==> src/rtl/core/kct_ram.sv <==
// Generic single-port-write, single-read RAM with registered read data.
module kct_ram #(
  parameter int WIDTH = 8,
  parameter int DEPTH = 16
) (
  input  logic                     clk,
  input  logic                     we,
  input  logic [$clog2(DEPTH)-1:0] waddr,
  input  logic [WIDTH-1:0]         wdata,
  input  logic [$clog2(DEPTH)-1:0] raddr,
  output logic [WIDTH-1:0]         rdata
);

  logic [WIDTH-1:0] mem [DEPTH];

  always_ff @(posedge clk) begin
    if (we) begin
      mem[waddr] <= wdata;
    end
    rdata <= mem[raddr];
  end

endmodule

==> config.mk <==
export PLATFORM = sky130hd
export DESIGN_NAME = kct_ram
export DESIGN_NICKNAME = d
export VERILOG_FILES = /design/src/rtl/core/kct_ram.sv
export SDC_FILE = /design/constraint.sdc
export NUM_CORES = 1
export LEC_CHECK = 0
export BUFFER_PORTS_ARGS = -buffer_cell sky130_fd_sc_hd__buf_4
export CAP_MARGIN = 20
export CORE_MARGIN = 4
export CORE_UTILIZATION = 54
export DETAILED_ROUTE_END_ITERATION = 8
export PLACE_DENSITY = 0.83
export SLEW_MARGIN = 40
export SYNTH_ARGS = -nofsm -noshare
export SYNTH_HDL_FRONTEND = slang
export SYNTH_SLANG_ARGS = --single-unit
==> constraint.sdc <==
create_clock -name clk -period 1.6 [get_ports clk]
set_input_delay 0.16 -clock clk [delete_from_list [all_inputs] [get_ports clk]]
set_output_delay 0.16 -clock clk [all_outputs]
set_load 0.05 [all_outputs]
### Word level (Yosys, flattened, before mapping)

Memory sizes are Yosys's and may differ from the RTL's. A register that Yosys moved wholly into a read port is not among the register bits.
Cells that the tools add are included.
Widths: inputs -> output; s select.

| storage, ports and cells | value |
|---|---|
| register bits after elaboration | 0 |
| bits in latches | 0 |
| memory bits (writable) | 128 |
| memory bits (read-only) | 0 |
| input port bits | 18 |
| output and inout port bits | 8 |
| memories kept | 1 |

Memories:

| memory | depth | width | rd ports | clocked after memory_dff | wr ports | RTL line | source |
|---|---|---|---|---|---|---|---|
| mem | 16 | 8 | 1 | 1 | 1 | 14 | `logic [WIDTH-1:0] mem [DEPTH];` |

| cells by class | value |
|---|---|
| add/sub/neg operators | 0 |
| multipliers | 0 |
| div/mod/pow operators | 0 |
| $lt $le $gt $ge | 0 |
| equal/unequal tests | 0 |
| shifts and indexed selects | 0 |
| multiplexer cells | 2 |
| bitwise gates (word level) | 0 |
| reductions and logical operators | 0 |

Operators with widths:

| cell | number |
|---|---|
| $mux 1 | 2 |

### Logic depth before layout (Yosys ltp)

Gate-level depths: netlist of the first run.

| logic depth | value |
|---|---|
| depth in word-level cells | 2 |
| mapped depth | 5 |

### Worst setup path before layout of the first run

No wires, ideal clock.

| timing path | value |
|---|---|
| kind | input to register |
| start point | input waddr[2] |
| end point | memory mem[0][0] (enable) |
| setup time | 383 ps |
| data arrival time | 1270 ps |
| data required time | 1217 ps |
| path slack | -53 ps |
| stages | 2 |
| path through | or3b_2 -> nor3_1 |

RTL lines:

| element | RTL line | source |
|---|---|---|
| start, declared | 8 | `input logic [$clog2(DEPTH)-1:0] waddr,` |
| end, declared | 14 |  |

Straight into the memory's write port.

==> run metrics, run 1 <==
status=completed; # IOs=26; synthesized flop and latch total=roughly 140; Area Overhead vs Synth=21.0%; H-tree depth=4; Final Hold Vio Count=0; CTS max path bufs=2; Slew Limit Fails=0; worst setup margin=0.243 ns; Reg clk slew, reported paths=roughly 0.060 ns; Die Wd=between 100 and 150 um; largest net degree at the start of global routing=19; fin crit period=~1.4 ns; routability cong.=around 0.73; met1 Usage GRT=0.263; Clk Latency, worst-skew pair=approximately 0.5 ns; via count=2510; drt drc=0; Routed Antenna Nets=0; WL/cell=~23 um; critical path type=reg -> reg; gr usage total=0.195; Ant. Diodes=0; Mapped Nets=between 200 and 250; final wirelength=around 9800 um; worst vdd ir=approximately 0.74 mV; critical path arrival=approximately 1.7 ns; fmax=roughly 740 MHz; Slew @ Worst Pin=approximately 0.38 ns; fraction of layout cells with a size suffix above 1=0.322; MaxCap Viol Count=0; unrepaired setup endpoints after global routing=no; FILL cells=about 550; number of port buffers=25; sequential share of the synthesized area=0.778; vias in the first global route=approximately 2700; number of distinct library cells after synthesis=19; Setup-failing EPs final=0; multi-input logic area=around 1100 um2; period utilization=0.848; CP Launch Type=register; commonest non-fill, non-tap cell in the layout=edfxtp_1; CTS sink cnt=roughly 140; post-synth top area share=0.747; Chip Height=between 100 and 150 um; yosys warns=0; area of the mapped netlist=slightly above 5000 um2; Num CTS Buffers=17; GR peak layer=met2; commonest non-fill, non-tap cells in the layout=edfxtp_1 (128), buf_4 (46), mux4_2 (18); Required @ worst endpoint=roughly 2.0 ns; endpoint class of the critical path=register; DRT iter0 DRCs=210; first-pass iteration count of the detailed router=5; Initial Util=0.557; met3 usage=0.0398; Setup TNS=0 ns; antenna violations before repair=0; first-pass GRT wire length=between 15000 and 20000 um; # rows=35; HP Class=in -> reg; Root Driver=clkbuf_8; core area=between 9000 and 10000 um2; Yosys top cell by area=edfxtp_1; GRT met2 Usage=0.321; slew margin rel.=0.746; gr ovfl total=0; vias per inst=between 5 and 6; DP Wirelength=just over 6000 um; Reg area=approximately 4000 um2; ranking of synthesized cells by area=edfxtp_1 (75%), mux4_2 (7.9%), mux4_1 (7.1%), dfxtp_1 (3.1%), a22oi_1 (2.3%); Placement Setup Slack=~0.084 ns; CTS tree=yes; Clock Skew=a little over 0.006 ns; die area=11200 um2; Pleak=around 0.0021 uW; Mapped Cells=229; final net count=about 310; CP max FO=1; syn avg cell area=around 22 um2; Cell Pwr Density=roughly 1300 nW/um2
## cell families after synthesis
group	share of synthesized area
AO/OA/AOI/OAI	0.0233
buffers and inverters	0.0168
flip-flops	0.778
AND/OR/NAND/NOR	0.0318
multiplexers	0.150
## final timing paths
check	startpoint	endpoint	slack (ns)	depth (start not counted)
setup reg to reg	mem[1][5]	rdata[5]	0.24	3
hold / removal	waddr[0]	mem[0][5]	0.18	3
setup / recovery	mem[1][5]	rdata[5]	0.24	3
hold reg to reg	mem[11][2]	rdata[2]	0.68	3
## final cells by class
cell class | instances | area share
repair buffers | 56 | 0.0747
clock inverters | 15 | 0.0193
well taps | 129 | 0.0259
flip-flops and latches | 136 | 0.643
clock buffers | 17 | 0.0665
multi-input cells | 83 | 0.171
## stage by stage
| stage | hold WS (ns) | instances | total power [uW] | area, um2 | utilization |
|---|---|---|---|---|---|
| after CTS | 0.156 | 436 | 7970 | 6230 | 0.674 |
| after global placement | 0.458 | 396 | 4540 | 5610 | 0.607 |
| after global routing | 0.171 | 436 | 8210 | 6230 | 0.674 |
| after floorplan | 0.259 | 229 | 4360 | 5150 | - |
| after detailed placement | 0.476 | 396 | 4560 | 5610 | 0.607 |
| final | 0.179 | 436 | 7910 | 6230 | 0.674 |
## routing by layer
layer / share of wire / vias up
met1: 0.40 / 1285
met2: 0.52 / 106
met4: 0.015 / 0
li1: - / 1108
met5: 0 / -
met3: 0.065 / 11
## state kept, by name, indices dropped and copies added, names as in the netlist
signal and cells:
mem 128, rdata 8
## power breakdown
group	total [uW]	leakage, uW	internal, uW	switching [uW]
clock	3410	0.000246	1930	1480
sequential	4010	0.00122	3980	28.9
combinational	493	0.000655	206	286
## cell usage after synthesis (all sizes together)
library cell	instances
and2	1
a22oi	16
nand2b	2
clkdlybuf4s25	3
buf	7
nand3	1
nor2	13
nand3b	2
nor2b	1
nor3	4
dfxtp	8
nand2	9
and2b	1
edfxtp	128
or3b	1
mux4	32
## worst max-delay path, stage by stage, from the launching register on
cell      delay [ns]
edfxtp_1        0.38
mux4_1          0.53
a22oi_1         0.22
nand2_1         0.10
## what timing repair did
item,4_1_cts,5_1_grt
endpoints found under the hold margin,128,0
setup buffers,0,0
gates resized for setup,0,0
hold buffers,8,0
(Power assumes the default switching activity.)
==> run 2: changes to the inputs <==
==> constraint.sdc (replaced) <==
create_clock -name clk -period 1.1 [get_ports clk]
set_input_delay 0.11 -clock clk [delete_from_list [all_inputs] [get_ports clk]]
set_output_delay 0.11 -clock clk [all_outputs]
set_load 0.05 [all_outputs]
==> run 2 against run 1 <==
Net effect: the run now ends with negative setup slack left; sequential power grew 46%; register-to-register slack lost 0.43 ns; final cell count grew 2.3%; global-route usage grew 1.6 points; non-clock buffer count grew 10; wire length grew 7.2%; first-iteration DRC count shrank 2.4%; utilization grew 3.2 points; critical path type unchanged; critical endpoint is now rdata[1].
==> run metrics, run 2 (synthesis gave the netlist of run 1 again) <==
status=finished, violations left; violated checks=negative setup slack; number of port buffers=25 (unchanged); Cell Chain, Critical Path=mux4_2 > a22oi_2 > nand2_1; period utilization=1.17 (+0.324); Cell Pwr Density=1830 nW/um2 (+44%); met3 usage=0.0576 (+0.0178); CTS tree=yes; DP Wirelength=6470 um (+3.8%); antenna violations before repair=0 (unchanged); Net Switching=2860 uW (+59%); CP max FO=1 (unchanged); Required @ worst endpoint=1.50 ns (-0.47 ns); slowest CP cell=mux4_2; Final Hold Vio Count=0 (unchanged); first-pass iteration count of the detailed router=4 (-1); endpoint class of the critical path=register; critical path arrival=1.69 ns (-0.04 ns); gr usage total=0.211 (+0.0156); Routed Antenna Nets=0 (unchanged); WL/cell=23.6 um (+4.8%); worst vdd ir=0.977 mV (+33%); Reg clk slew, reported paths=0.07 ns (about the same); crit path launch=mem[8][1]; Top reg by flops=mem; vias in the first global route=2675 (-0.15%); Slew @ Worst Pin=0.593 ns (+0.211 ns); H-tree depth=4 (unchanged); Die Wd=106 um (unchanged); Slew Limit Fails=0 (unchanged); Setup-failing EPs final=13 (+13); Max stage delay on crit path=0.49 ns (-0.04 ns); CTS max path bufs=2 (unchanged); Clock Skew=0.0150 ns (+0.00878 ns); Num CTS Buffers=17 (unchanged); # IOs=26 (unchanged); Ant. Diodes=0 (unchanged); Area Overhead vs Synth=26.7%; met1 Usage GRT=0.280 (+0.0173); Initial Util=0.557 (unchanged); kind of cell adding the most delay to the critical path=multiplexers; hold slack=0.0878 ns (-0.0911 ns); GR peak layer=met2; launch point of the worst reg-to-reg path=mem[8][1]; fin crit period=1.29 ns (-0.0671 ns); gr ovfl total=0 (unchanged); hold path startpoint=raddr[3]; Pleak=0.00220 uW (+3.5%); GRT met2 Usage=0.340 (+0.0191); DRT iter0 DRCs=205 (-2.4%); HP Class=in -> reg; die area=11200 um2 (unchanged); unrepaired setup endpoints after global routing=yes; Placement Setup Slack=-0.348 ns (-0.432 ns); reg2reg path depth=3 (unchanged); final wirelength=10500 um (+7.2%); Clock power frac=0.438 (+0.007); Flop pwr share=0.489 (-0.018); fraction of layout cells with a size suffix above 1=0.470 (+0.148); biggest regs=mem (128), rdata (8); core area=9240 um2 (unchanged); commonest non-fill, non-tap cells in the layout=edfxtp_1 (128), buf_4 (41), mux4_2 (32); commonest non-fill, non-tap cell in the layout=edfxtp_1; critical path depth=3 (unchanged); fmax=775 MHz (+5.2%); worst setup margin=-0.190 ns (-0.433 ns); largest net degree at the start of global routing=18 (-1); MaxCap Viol Count=0 (unchanged); Comb power frac=0.072 (+0.010); CP Launch Type=register; WP buf/inv=0 (unchanged); Pint=9100 uW (+49%); drt drc=0 (unchanged); Hold Path Stages=4 (+1); vias per inst=5.68 (-1.3%); first-pass GRT wire length=16500 um (+5.2%); Sw Ratio=0.239 (+0.0121); Chip Height=106 um (unchanged); Clk Latency, worst-skew pair=0.53 ns (+0.03 ns); via count=2534 (+0.96%); critical path type=reg -> reg; final net count=322 (+3.2%); # rows=35 (unchanged); CTS sink cnt=136 (unchanged); slew margin rel.=0.603 (-0.143); routability cong.=0.748 (+1.9%); max reg flops=128 (unchanged); Root Driver=clkbuf_8
## run 2: cell count changes in the layout (fill, tap and decap cells not counted), sizes merged
| cell | change |
|---|---|
| buf | +10 |
| clkinv | -2 |
| clkinvlp | -4 |
| inv | +6 |
## run 2: power groups by stage
stage | sequential (uW) | combinational [uW] | clock [uW]
after floorplan | 6050 | 331 | 0
after global placement | 5930 | 752 | 0
after detailed placement | 5940 | 777 | 0
after CTS | 5850 | 867 | 5340
after global routing | 5860 | 921 | 5610
final | 5850 | 866 | 5240
## run 2: worst min-delay path, cell delays in order
cell	delay (ns)
buf_4	0.10
nor2_2	0.11
a22oi_2	0.19
nand2_1	0.06
## run 2: metrics by stage
stage | instances | power, uW | util | TNS [ns] | cell area (um2)
3_5_place_dp | 406 | 6720 | 0.624 | -19.23 | 5770
5_1_grt | 446 | 12400 | 0.706 | -2.12 | 6520
2_1_floorplan | 229 | 6380 | - | -1.72 | 5180
6_report | 446 | 12000 | 0.706 | -1.47 | 6520
4_1_cts | 446 | 12100 | 0.704 | -1.76 | 6510
3_3_place_gp | 406 | 6680 | 0.624 | -16.21 | 5770
## run 2: worst paths after layout
check,to,slack (ns)
max,rdata[1],-0.19
min reg2reg,rdata[5],0.67
min,rdata[7],0.09
max reg2reg,rdata[1],-0.19
## run 2: cell type report
| type | instances | area [um2] |
|---|---|---|
| clock buffer | 17 | 414 |
| clock inverter | 15 | 148 |
| fill | 518 | 2720 |
| multi-input combinational | 83 | 1110 |
| sequential | 136 | 4010 |
| tap | 129 | 161 |
| timing repair buffer | 66 | 677 |
## run 2: timing repair
action / in CTS / in global routing
pin swaps: 5 / 0
hold endpoints to repair: 128 / 0
buffers inserted: 0 / 0
endpoints found under the setup margin: 16 / 16
hold buffers: 8 / 0
resized for setup: 26 / 4
## run 2: per-layer routing
metal  vias up  part of all wire
met4         0             0.016
met1      1271              0.36
li1       1115                 -
met2       134              0.52
met5         -                 0
met3        14              0.10
